$ cat src/rtl/pfc_pkg.sv
`timescale 1ns / 1ps

package pfc_pkg;

   localparam int SYM_W       = 8;
   localparam int MAX_ENTRIES = 30;
   localparam int CSR_IDX_W   = 3;
   localparam int CSR_DATA_W  = 64;
   localparam int WORD3_W     = 48;

   typedef logic [SYM_W-1:0] sym_type;

   typedef struct packed {
      sym_type first;
      sym_type second;
   } pair_type;

   typedef enum logic [CSR_IDX_W-1:0] {
      CSR_SQUARE_WORD0 = 3'd0,
      CSR_SQUARE_WORD1 = 3'd1,
      CSR_SQUARE_WORD2 = 3'd2,
      CSR_SQUARE_WORD3 = 3'd3,
      CSR_DIRECTION    = 3'd4
   } csr_index_type;

endpackage

$ cat src/rtl/pfc_match.sv
`timescale 1ns / 1ps

module pfc_match #(
   parameter int ENTRIES = 30
) (
   input  logic                            clock,
   input  logic                            reset,
   input  logic                            in_valid,
   output logic                            in_ready,
   input  pfc_pkg::pair_type               in_pair,
   input  pfc_pkg::sym_type [ENTRIES-1:0]  square,
   output logic                            out_valid,
   input  logic                            out_ready,
   output pfc_pkg::pair_type               out_pair,
   output logic [ENTRIES-1:0]              out_match_first,
   output logic [ENTRIES-1:0]              out_match_second
);
   import pfc_pkg::*;

   logic                valid_ff;
   pair_type            pair_ff;
   logic [ENTRIES-1:0]  match_first_ff, match_first_in;
   logic [ENTRIES-1:0]  match_second_ff, match_second_in;

   // compare both symbols against every square entry in parallel
   always_comb begin
      for (int k = 0; k < ENTRIES; k++) begin
         match_first_in[k]  = (square[k] == in_pair.first);
         match_second_in[k] = (square[k] == in_pair.second);
      end
   end

   assign in_ready = !valid_ff || out_ready;

   always_ff @(posedge clock) begin
      if (reset) begin
         valid_ff <= 1'b0;
      end else if (in_ready) begin
         valid_ff <= in_valid;
      end
   end

   always_ff @(posedge clock) begin
      if (in_valid && in_ready) begin
         pair_ff         <= in_pair;
         match_first_ff  <= match_first_in;
         match_second_ff <= match_second_in;
      end
   end

   assign out_valid        = valid_ff;
   assign out_pair         = pair_ff;
   assign out_match_first  = match_first_ff;
   assign out_match_second = match_second_ff;

endmodule

$ cat src/rtl/pfc_locate.sv
`timescale 1ns / 1ps

module pfc_locate #(
   parameter int SQUARE_ROWS = 6,
   parameter int SQUARE_COLS = 5,
   localparam int ENTRIES    = SQUARE_ROWS * SQUARE_COLS,
   localparam int IDX_W      = $clog2(ENTRIES)
) (
   input  logic                clock,
   input  logic                reset,
   input  logic                in_valid,
   output logic                in_ready,
   input  pfc_pkg::pair_type   in_pair,
   input  logic [ENTRIES-1:0]  in_match_first,
   input  logic [ENTRIES-1:0]  in_match_second,
   input  logic                direction,
   output logic                out_valid,
   input  logic                out_ready,
   output pfc_pkg::pair_type   out_pair,
   output logic [IDX_W-1:0]    out_idx_first,
   output logic [IDX_W-1:0]    out_idx_second,
   output logic                out_not_found
);
   import pfc_pkg::*;

   localparam int ROW_W = $clog2(SQUARE_ROWS);
   localparam int COL_W = $clog2(SQUARE_COLS);
   localparam logic [ROW_W-1:0] LAST_ROW = ROW_W'(SQUARE_ROWS - 1);
   localparam logic [COL_W-1:0] LAST_COL = COL_W'(SQUARE_COLS - 1);
   localparam logic [IDX_W-1:0] COLS_IDX = IDX_W'(SQUARE_COLS);

   function automatic logic [COL_W-1:0] step_col(input logic [COL_W-1:0] c,
                                                 input logic dec);
      if (dec) begin
         step_col = (c == '0) ? LAST_COL : c - 1'b1;
      end else begin
         step_col = (c == LAST_COL) ? '0 : c + 1'b1;
      end
   endfunction

   function automatic logic [ROW_W-1:0] step_row(input logic [ROW_W-1:0] r,
                                                 input logic dec);
      if (dec) begin
         step_row = (r == '0) ? LAST_ROW : r - 1'b1;
      end else begin
         step_row = (r == LAST_ROW) ? '0 : r + 1'b1;
      end
   endfunction

   // stage a: first match to row and column
   logic              a_valid_ff;
   pair_type          a_pair_ff;
   logic [ROW_W-1:0]  a_row_first_ff, a_row_first_in;
   logic [COL_W-1:0]  a_col_first_ff, a_col_first_in;
   logic [ROW_W-1:0]  a_row_second_ff, a_row_second_in;
   logic [COL_W-1:0]  a_col_second_ff, a_col_second_in;
   logic              a_found_ff, a_found_in;
   logic              a_ready;

   // stage b: target positions as square indexes
   logic              b_valid_ff;
   pair_type          b_pair_ff;
   logic [IDX_W-1:0]  b_idx_first_ff, b_idx_first_in;
   logic [IDX_W-1:0]  b_idx_second_ff, b_idx_second_in;
   logic              b_not_found_ff;
   logic              b_ready;

   logic [ROW_W-1:0]  tgt_row_first, tgt_row_second;
   logic [COL_W-1:0]  tgt_col_first, tgt_col_second;

   // scan from the back so the lowest matching entry wins
   always_comb begin
      a_row_first_in  = '0;
      a_col_first_in  = '0;
      a_row_second_in = '0;
      a_col_second_in = '0;
      for (int r = SQUARE_ROWS - 1; r >= 0; r--) begin
         for (int c = SQUARE_COLS - 1; c >= 0; c--) begin
            if (in_match_first[r * SQUARE_COLS + c]) begin
               a_row_first_in = ROW_W'(r);
               a_col_first_in = COL_W'(c);
            end
            if (in_match_second[r * SQUARE_COLS + c]) begin
               a_row_second_in = ROW_W'(r);
               a_col_second_in = COL_W'(c);
            end
         end
      end
      a_found_in = (|in_match_first) && (|in_match_second);
   end

   assign b_ready  = !b_valid_ff || out_ready;
   assign a_ready  = !a_valid_ff || b_ready;
   assign in_ready = a_ready;

   always_ff @(posedge clock) begin
      if (reset) begin
         a_valid_ff <= 1'b0;
      end else if (a_ready) begin
         a_valid_ff <= in_valid;
      end
   end

   always_ff @(posedge clock) begin
      if (in_valid && a_ready) begin
         a_pair_ff       <= in_pair;
         a_row_first_ff  <= a_row_first_in;
         a_col_first_ff  <= a_col_first_in;
         a_row_second_ff <= a_row_second_in;
         a_col_second_ff <= a_col_second_in;
         a_found_ff      <= a_found_in;
      end
   end

   always_comb begin
      if (a_row_first_ff == a_row_second_ff) begin
         tgt_row_first  = a_row_first_ff;
         tgt_row_second = a_row_second_ff;
         tgt_col_first  = step_col(a_col_first_ff, direction);
         tgt_col_second = step_col(a_col_second_ff, direction);
      end else if (a_col_first_ff == a_col_second_ff) begin
         tgt_row_first  = step_row(a_row_first_ff, direction);
         tgt_row_second = step_row(a_row_second_ff, direction);
         tgt_col_first  = a_col_first_ff;
         tgt_col_second = a_col_second_ff;
      end else begin
         tgt_row_first  = a_row_first_ff;
         tgt_row_second = a_row_second_ff;
         tgt_col_first  = a_col_second_ff;
         tgt_col_second = a_col_first_ff;
      end
      b_idx_first_in  = IDX_W'(tgt_row_first) * COLS_IDX + IDX_W'(tgt_col_first);
      b_idx_second_in = IDX_W'(tgt_row_second) * COLS_IDX + IDX_W'(tgt_col_second);
   end

   always_ff @(posedge clock) begin
      if (reset) begin
         b_valid_ff <= 1'b0;
      end else if (b_ready) begin
         b_valid_ff <= a_valid_ff;
      end
   end

   always_ff @(posedge clock) begin
      if (a_valid_ff && b_ready) begin
         b_pair_ff       <= a_pair_ff;
         b_idx_first_ff  <= b_idx_first_in;
         b_idx_second_ff <= b_idx_second_in;
         b_not_found_ff  <= !a_found_ff;
      end
   end

   assign out_valid      = b_valid_ff;
   assign out_pair       = b_pair_ff;
   assign out_idx_first  = b_idx_first_ff;
   assign out_idx_second = b_idx_second_ff;
   assign out_not_found  = b_not_found_ff;

endmodule

$ cat src/rtl/pfc_lookup.sv
`timescale 1ns / 1ps

module pfc_lookup #(
   parameter int ENTRIES   = 30,
   localparam int IDX_W    = $clog2(ENTRIES)
) (
   input  logic                            clock,
   input  logic                            reset,
   input  logic                            in_valid,
   output logic                            in_ready,
   input  pfc_pkg::pair_type               in_pair,
   input  logic [IDX_W-1:0]                in_idx_first,
   input  logic [IDX_W-1:0]                in_idx_second,
   input  logic                            in_not_found,
   input  pfc_pkg::sym_type [ENTRIES-1:0]  square,
   output logic                            out_valid,
   input  logic                            out_ready,
   output pfc_pkg::sym_type                out_first,
   output pfc_pkg::sym_type                out_second,
   output logic                            out_not_found
);
   import pfc_pkg::*;

   logic     valid_ff;
   sym_type  first_ff, first_in;
   sym_type  second_ff, second_in;
   logic     not_found_ff;

   // absent symbol passes the pair through untouched
   always_comb begin
      if (in_not_found) begin
         first_in  = in_pair.first;
         second_in = in_pair.second;
      end else begin
         first_in  = square[in_idx_first];
         second_in = square[in_idx_second];
      end
   end

   assign in_ready = !valid_ff || out_ready;

   always_ff @(posedge clock) begin
      if (reset) begin
         valid_ff <= 1'b0;
      end else if (in_ready) begin
         valid_ff <= in_valid;
      end
   end

   always_ff @(posedge clock) begin
      if (in_valid && in_ready) begin
         first_ff     <= first_in;
         second_ff    <= second_in;
         not_found_ff <= in_not_found;
      end
   end

   assign out_valid     = valid_ff;
   assign out_first     = first_ff;
   assign out_second    = second_ff;
   assign out_not_found = not_found_ff;

endmodule

$ cat src/rtl/playfair_pair_cipher_unit.sv
`timescale 1ns / 1ps

// Playfair pair cipher over a SQUARE_ROWS x SQUARE_COLS key square of 8-bit
// symbols held in four square word registers (row-major, entry k in bits 8k
// upward) plus a direction bit (0 encrypt, 1 decrypt), written through the csr
// port, which is always ready. Each request yields exactly one response; a pair
// with a symbol missing from the square comes back unchanged with not_found set.
// The unit takes one request per cycle unless stalled and passes it through four
// register stages: match compare, first-match encode, target index, square read.
// Backpressure on rsp_ready stalls each stage only when the stage after it is
// full, so bubbles are squeezed out.

module playfair_pair_cipher_unit #(
   parameter int SQUARE_ROWS = 6,
   parameter int SQUARE_COLS = 5
) (
   input  logic                                  clock,
   input  logic                                  reset,
   input  logic                                  csr_valid,
   output logic                                  csr_ready,
   input  logic [pfc_pkg::CSR_IDX_W-1:0]         csr_index,
   input  logic [pfc_pkg::CSR_DATA_W-1:0]        csr_wdata,
   input  logic                                  req_valid,
   output logic                                  req_ready,
   input  pfc_pkg::sym_type                      req_first_symbol,
   input  pfc_pkg::sym_type                      req_second_symbol,
   output logic                                  rsp_valid,
   input  logic                                  rsp_ready,
   output pfc_pkg::sym_type                      rsp_first_out,
   output pfc_pkg::sym_type                      rsp_second_out,
   output logic                                  rsp_not_found
);
   import pfc_pkg::*;

   localparam int ENTRIES = SQUARE_ROWS * SQUARE_COLS;
   localparam int IDX_W   = $clog2(ENTRIES);

   logic [CSR_DATA_W-1:0]  square_word0_ff;
   logic [CSR_DATA_W-1:0]  square_word1_ff;
   logic [CSR_DATA_W-1:0]  square_word2_ff;
   logic [WORD3_W-1:0]     square_word3_ff;
   logic                   direction_ff;

   sym_type [MAX_ENTRIES-1:0]  square_all;
   sym_type [ENTRIES-1:0]      square;

   pair_type            req_pair;
   logic                m_valid, m_ready;
   pair_type            m_pair;
   logic [ENTRIES-1:0]  m_match_first, m_match_second;
   logic                l_valid, l_ready;
   pair_type            l_pair;
   logic [IDX_W-1:0]    l_idx_first, l_idx_second;
   logic                l_not_found;

   assign csr_ready = 1'b1;

   always_ff @(posedge clock) begin
      if (reset) begin
         square_word0_ff <= '0;
         square_word1_ff <= '0;
         square_word2_ff <= '0;
         square_word3_ff <= '0;
         direction_ff    <= 1'b0;
      end else if (csr_valid && csr_ready) begin
         case (csr_index_type'(csr_index))
            CSR_SQUARE_WORD0: square_word0_ff <= csr_wdata;
            CSR_SQUARE_WORD1: square_word1_ff <= csr_wdata;
            CSR_SQUARE_WORD2: square_word2_ff <= csr_wdata;
            CSR_SQUARE_WORD3: square_word3_ff <= csr_wdata[WORD3_W-1:0];
            CSR_DIRECTION:    direction_ff    <= csr_wdata[0];
            default: ;
         endcase
      end
   end

   assign square_all = {square_word3_ff, square_word2_ff, square_word1_ff, square_word0_ff};
   assign square     = square_all[ENTRIES-1:0];

   assign req_pair.first  = req_first_symbol;
   assign req_pair.second = req_second_symbol;

   pfc_match #(
      .ENTRIES (ENTRIES)
   ) u_match (
      .clock            (clock),
      .reset            (reset),
      .in_valid         (req_valid),
      .in_ready         (req_ready),
      .in_pair          (req_pair),
      .square           (square),
      .out_valid        (m_valid),
      .out_ready        (m_ready),
      .out_pair         (m_pair),
      .out_match_first  (m_match_first),
      .out_match_second (m_match_second)
   );

   pfc_locate #(
      .SQUARE_ROWS (SQUARE_ROWS),
      .SQUARE_COLS (SQUARE_COLS)
   ) u_locate (
      .clock           (clock),
      .reset           (reset),
      .in_valid        (m_valid),
      .in_ready        (m_ready),
      .in_pair         (m_pair),
      .in_match_first  (m_match_first),
      .in_match_second (m_match_second),
      .direction       (direction_ff),
      .out_valid       (l_valid),
      .out_ready       (l_ready),
      .out_pair        (l_pair),
      .out_idx_first   (l_idx_first),
      .out_idx_second  (l_idx_second),
      .out_not_found   (l_not_found)
   );

   pfc_lookup #(
      .ENTRIES (ENTRIES)
   ) u_lookup (
      .clock         (clock),
      .reset         (reset),
      .in_valid      (l_valid),
      .in_ready      (l_ready),
      .in_pair       (l_pair),
      .in_idx_first  (l_idx_first),
      .in_idx_second (l_idx_second),
      .in_not_found  (l_not_found),
      .square        (square),
      .out_valid     (rsp_valid),
      .out_ready     (rsp_ready),
      .out_first     (rsp_first_out),
      .out_second    (rsp_second_out),
      .out_not_found (rsp_not_found)
   );

endmodule
$ cat config.mk
export PLATFORM = sky130hd
export DESIGN_NAME = playfair_pair_cipher_unit
export DESIGN_NICKNAME = d
export VERILOG_FILES = /design/src/rtl/pfc_pkg.sv /design/src/rtl/pfc_match.sv /design/src/rtl/pfc_locate.sv /design/src/rtl/pfc_lookup.sv /design/src/rtl/playfair_pair_cipher_unit.sv
export SDC_FILE = /design/constraint.sdc
export NUM_CORES = 1
export LEC_CHECK = 0
export BUFFER_PORTS_ARGS = -buffer_cell sky130_fd_sc_hd__clkbuf_2
export CORE_MARGIN = 3
export CORE_UTILIZATION = 63
export CTS_CLUSTER_SIZE = 30
export DETAILED_ROUTE_END_ITERATION = 8
export GPL_TIMING_DRIVEN = 1
export MAX_ROUTING_LAYER = met4
export PLACE_DENSITY = 0.81
export SLEW_MARGIN = 25
export SYNTH_ARGS = -nofsm -noshare
export SYNTH_HDL_FRONTEND = slang
export SYNTH_SLANG_ARGS = --single-unit
$ cat constraint.sdc
create_clock -name clock -period 5.5 [get_ports clock]
set_input_delay 0.55 -clock clock [delete_from_list [all_inputs] [get_ports clock]]
set_output_delay 0.55 -clock clock [all_outputs]
set_load 0.01 [all_outputs]
## After elaboration in Yosys (flattened, before gate mapping)

Index checks and enable logic that the tools add are counted.

| cells by class | value |
|---|---|
| equal/unequal tests | 70 |
| $add $sub $neg | 10 |
| muxes and demuxes | 134 |
| multiply operators | 2 |
| order comparisons | 2 |
| reduce and logical (&&, ||, !) cells | 36 |

Operator list:

| operator | count |
|---|---|
| 8-bit == test | 60 |
| 3-bit 2-to-1 mux | 92 |
| 8-bit binary-select mux with 5-bit select | 2 |
| 30-bit OR reduction | 2 |
| 2-bit 2-to-1 mux | 24 |
| 20-bit OR reduction | 2 |
| 8-bit 2-to-1 mux | 4 |
| 10-bit OR reduction | 2 |
| 3-bit == test (second input constant) | 5 |
| 3-bit zero test | 5 |
| 3-bit by 1-bit adder with 3-bit output (second input constant) | 4 |
| 5-bit by 6-bit less-than comparator with 1-bit output (second input constant) | 2 |
| 1-bit 2-to-1 mux | 12 |
| 3-bit by 1-bit subtractor with 3-bit output (second input constant) | 4 |
| 5-bit by 3-bit adder with 5-bit output | 2 |
| 3-bit by 3-bit multiplier with 5-bit output (second input constant) | 2 |
| 2-bit AND reduction | 5 |
| 5-bit OR reduction | 2 |
| 4-bit OR reduction | 2 |
| 3-bit by 2-bit == test with 1-bit output (second input constant) | 2 |
| 3-bit == test | 2 |
| 1-bit logical AND | 5 |
| 1-bit zero test | 5 |
| 1-bit logical OR | 4 |
| other kinds (2) | 3 |

| word-level totals | value |
|---|---|
| register bits after elaboration | 394 |
| input bits | 88 |

## Logic depth before layout (Yosys ltp)

| depth | value |
|---|---|
| depth after elaboration | 29 |
| depth in mapped cells | 14 |

## Cells and area by module

Synthesis repeated with hierarchy kept, for this count alone.

| second synthesis, totals | value |
|---|---|
| cell total of the unflattened synthesis | 2482 |
| area, all modules | 26325.2 µm² |

Modules (own cells, without submodules):

| module | sequential area each (µm²) | cells each | area each (µm²) | instances |
|---|---|---|---|---|
| playfair_pair_cipher_unit | 4824.6 | 856 | 9542.9 | 1 |
| pfc_match | 2302.2 | 805 | 8274.2 | 1 |
| pfc_lookup | 530.5 | 496 | 5064.9 | 1 |
| pfc_locate | 1721.7 | 325 | 3443.3 | 1 |

## Least setup slack after synthesis

No wires, ideal clock.

| timing | value |
|---|---|
| path type | input-to-reg |
| from | in rsp_ready |
| to | reg u_match.match_first_ff[0] (netlist: u_match.out_match_first[0]) (enable) |
| data required time | 4.965 ns |
| path buffers | 0 |
| stages on the path | 3 |
| library setup time | 0.535 ns |
| setup slack | 0.421 ns |
| arrival time | 4.544 ns |
| cell sequence | nor2b_1 -> and3_1 -> a21oi_1 |

| between the ends | value |
|---|---|
| word-level cells in the longest chain between the ends | 5 |

RTL lines:

| what | RTL line | source |
|---|---|---|
| start: declaration | playfair_pair_cipher_unit.sv:28 | `input logic rsp_ready,` |
| 1-bit logical OR | pfc_lookup.sv:40 | `assign in_ready = !valid_ff \|\| out_ready;` |
| 1-bit logical OR | pfc_locate.sv:92 | `assign b_ready = !b_valid_ff \|\| out_ready;` |
| 1-bit logical OR | pfc_locate.sv:93 | `assign a_ready = !a_valid_ff \|\| b_ready;` |
| 1-bit logical OR | pfc_match.sv:33 | `assign in_ready = !valid_ff \|\| out_ready;` |
| 1-bit logical AND | pfc_match.sv:44 | `if (in_valid && in_ready) begin` |
| end signal: assignment | pfc_match.sv:46 | `match_first_ff <= match_first_in;` |
| end: declaration | pfc_match.sv:22 | `logic [ENTRIES-1:0] match_first_ff, match_first_in;` |

No other way between the ends.
A chain may end at the register's enable or synchronous reset.

## Worst setup path after layout

| timing | value |
|---|---|
| from | reg u_locate.a_row_second_ff[1] |
| to | reg u_locate.b_idx_first_ff[4] (netlist: u_locate.out_idx_first[4]), data pin |

| between the ends | value |
|---|---|
| word-level cells in the longest chain between the ends | 4 |
| elaborated cells on any way between the ends | 5 |

RTL lines:

| what | RTL line | source |
|---|---|---|
| start: declaration | pfc_locate.sv:55 | `logic [ROW_W-1:0] a_row_second_ff, a_row_second_in;` |
| start signal: assignment | pfc_locate.sv:109 | `a_row_second_ff <= a_row_second_in;` |
| 3-bit == test (*) | pfc_locate.sv:116 | `if (a_row_first_ff == a_row_second_ff) begin` |
| 3-bit 2-to-1 mux | pfc_locate.sv:116 |  |
| 3-bit by 3-bit multiplier with 5-bit output | pfc_locate.sv:132 | `b_idx_first_in = IDX_W'(tgt_row_first) * COLS_IDX + IDX_W'(tgt_col_first);` |
| 5-bit by 3-bit adder with 5-bit output (*) | pfc_locate.sv:132 |  |
| named net u_locate.b_idx_first_in[4] | pfc_locate.sv:63 | `logic [IDX_W-1:0] b_idx_first_ff, b_idx_first_in;` |
| end signal: assignment | pfc_locate.sv:147 | `b_idx_first_ff <= b_idx_first_in;` |
| end: declaration | pfc_locate.sv:63 |  |

Mark *: on every way through the listed nets, which the timed path passes. The rest lies on a longest branch.

==> impl_metrics.env <==
export IMPL_status="finished, final reports clean"
export IMPL_chipWidth_um=203
export IMPL_synth_area_leaders="dfxtp_1 (20%), edfxtp_1 (18%), xnor2_1 (17%), nand2_1 (7.9%), mux4_1 (6.8%)"
export IMPL_most_common_layout_cells="nand2_1 (512), xnor2_1 (486), a21oi_1 (273), dfxtp_1 (245), edfxtp_1 (149)"
export IMPL_fin_setup_tns_ps=0
export IMPL_yosysWarnings=0
export IMPL_wirelength_um=85600
export IMPL_slew_headroom=0.280
export IMPL_mostFrequentLayoutCell="nand2_1"
export IMPL_start_kind="flop"
export IMPL_grt_pass1_vias=19800
export IMPL_fin_crit_ps=3970
export IMPL_drcViolationCount=0
export IMPL_path_max_fanout=14
export IMPL_period_share=0.722
export IMPL_antenna_found_initial=0
export IMPL_critical_path_class="flop to flop"
export IMPL_holdCritPathClass="input pin to flop"
export IMPL_io_buffers=106
export IMPL_placed_cells=2959
export IMPL_syn_inst=2495
export IMPL_final_util=0.695
export IMPL_synth_area_mm2=0.0244
export IMPL_seq_area_frac_synth=0.384
export IMPL_grt_ovfl_total=0
export IMPL_synth_top_area_frac=0.201
export IMPL_p_int_mw=5.27
export IMPL_path_clk_slew_ps=60
export IMPL_cts_repair_resized=0
export IMPL_root_buffer="clkbuf_16"
export IMPL_cts_buffers=43
export IMPL_core_area_mm2=0.0379
export IMPL_report_final_slew_viol_count=0
export IMPL_wl_per_cell_um=28.2
export IMPL_nets=2609
export IMPL_first_pass_iters=6
export IMPL_pre_cts_ws_ps=1590
export IMPL_p_switching_mw=1.97
export IMPL_htree_levels=2
export IMPL_start_util=0.643
export IMPL_endpoint_kind="flop"
export IMPL_ir_worst_vdd_uv=275
export IMPL_die_y_um=203
export IMPL_layoutNonFillerInstCount=3040
export IMPL_rows=71
export IMPL_swShare=0.272
export IMPL_rsz0062_at_grt="no"
export IMPL_ys_ff_latch=394
export IMPL_cts_hold_buf=0
export IMPL_pwr_share_clk=0.426
export IMPL_synth_nets=2611
export IMPL_cp_arrival_ps=4330
export IMPL_grt_usage=0.422
export IMPL_whs_ps=242
export IMPL_postSynthAreaPerCell_um2=9.78
export IMPL_fin_skew_ps=34.7
export IMPL_synth_edf_count=149
export IMPL_setup_viol=0
export IMPL_worst_pin_slew_ps=1080
export IMPL_gp_congestion=1.07
export IMPL_grt_start_max_net_pins=97
export IMPL_power_frac_comb=0.127
export IMPL_power_density_mw_per_mm2=275
export IMPL_postLayoutSetupSlackWorst_ps=1530
export IMPL_async_flop_share=0
export IMPL_yosys_cell_types_count=59
export IMPL_clk_latency_ps=610
export IMPL_drive_gt1_frac=0.116
export IMPL_synthFlopType="dfxtp_1"
export IMPL_synth_top_cell_by_area="dfxtp_1"
export IMPL_ctsLongestPathBuffers=3
export IMPL_dieArea_mm2=0.0411
export IMPL_worstPathRequired_ps=5860
export IMPL_drtIter0Drc=3335
export IMPL_cts_tree="done"
export IMPL_clkSinkCount=394
export IMPL_via_per_inst=6.94
export IMPL_area_delta_synth_final_pct=8.07
export IMPL_power_frac_seq=0.447
export IMPL_hold_viol=0
export IMPL_final_antenna_net_count=0
export IMPL_grt_pass1_wl_um=126000
export IMPL_dp_final_hpwl_um=58600
export IMPL_via_count=21100
export IMPL_ios=108
export IMPL_cap_violations=0
export IMPL_postCtsSetupBuffers=0
export IMPL_max_freq_mhz=252
export IMPL_leakagePower_nw=8.64
routing by layer:
layer | share of wire | GRT usage | vias up
li1 | - | - | 8750
met1 | 0.34 | 0.534 | 9906
met2 | 0.42 | 0.605 | 1970
met3 | 0.16 | 0.126 | 480
met4 | 0.080 | 0.241 | 0
met5 | 0 | - | -
power groups by stage:
stage                     clock (mW)  combinational, mW  sequential [mW]
after floorplan                    0              0.655             3.24
after CTS                       3.09              0.889             3.23
final                           3.09              0.922             3.24
after global placement             0              0.849             3.28
after global routing            3.19              0.964             3.24
after detailed placement           0              0.881             3.29
synthesized netlist by cell type (4+ instances only):
master and number:
clkbuf_1 123, o21ai_1 20, inv_1 23, buf_2 13, nor4_1 17, nand4_1 120
mux4_1 63, buf_12 15, nor2_1 126, buf_4 5, a21oi_1 274, xnor2_1 486
o21ai_0 12, ha_1 26, a211oi_1 4, o21bai_1 4, and2_1 4, nand2b_1 7
buf_1 25, nor3_1 18, mux4_2 65, a21o_1 4, xor2_1 8, mux2i_1 68
nand3_1 5, dfxtp_1 245, nand2_1 513, a31oi_1 5, edfxtp_1 149
sequential cells by signal, summed over array words and instances (netlist names), 3 cells and up:
name / count
square_word0_ff: 64
u_locate.out_pair: 16
u_lookup.out_second: 8
u_locate.out_idx_second: 5
u_match.out_match_first: 30
square_word2_ff: 64
u_locate.a_pair_ff: 16
u_match.out_match_second: 30
u_locate.a_row_first_ff: 3
square_word1_ff: 64
u_locate.out_idx_first: 5
u_match.out_pair: 16
u_lookup.out_first: 8
square_word3_ff: 48
u_locate.a_col_second_ff: 3
u_locate.a_col_first_ff: 3
u_locate.a_row_second_ff: 3
path summary, 6_finish.rpt:
kind	start	endpoint	slack [ps]	cells after the start
worst max-delay path	u_locate.a_row_second_ff[1]	u_locate.out_idx_first[4]	1530	12
worst max register to register	u_locate.a_row_second_ff[1]	u_locate.out_idx_first[4]	1530	12
worst min register to register	u_match.out_pair[15]	u_locate.a_pair_ff[15]	400	0
worst min-delay path	req_valid	u_match.out_valid	240	3
worst max-delay path, stage by stage, from the launching register on:
cell and delay [ps]:
edfxtp_1 480, xor2_1 190, nor3_2 590, nor2_1 390, a41oi_1 380, o221ai_2 160, ha_1 340, ha_1 340
ha_1 290, a21o_1 160, a21oi_1 160, xor2_1 200, xnor2_1 80
metrics by stage:
stage                     power, mW  instance area (um^2)
after floorplan                3.90                 24400
after global placement         4.13                 24800
after detailed placement       4.17                 24800
after CTS                      7.21                 26400
after global routing           7.40                 26400
final                          7.25                 26400
layout make-up:
| class | count | area [um^2] |
|---|---|---|
| clock buffer | 58 | 1240 |
| antenna | 1 | 2.50 |
| timing repair buffer | 141 | 812 |
| inverter | 25 | 93.8 |
| sequential | 394 | 9380 |
| fill | 2867 | 11600 |
| multi-input combinational | 1888 | 13900 |
| tap | 511 | 639 |
| clock inverter | 22 | 269 |
logic make-up after synthesis:
kind of cell	Yosys count	synth area share
buffers and inverters	213	0.0465
AO/OA/AOI/OAI	345	0.0758
flip-flops	394	0.384
XOR/XNOR	494	0.177
adder cells (fa/ha/maj)	28	0.0150
multiplexers	196	0.156
other	1	0.000154
AND/OR/NAND/NOR	824	0.145
(Power assumes the default switching activity.)
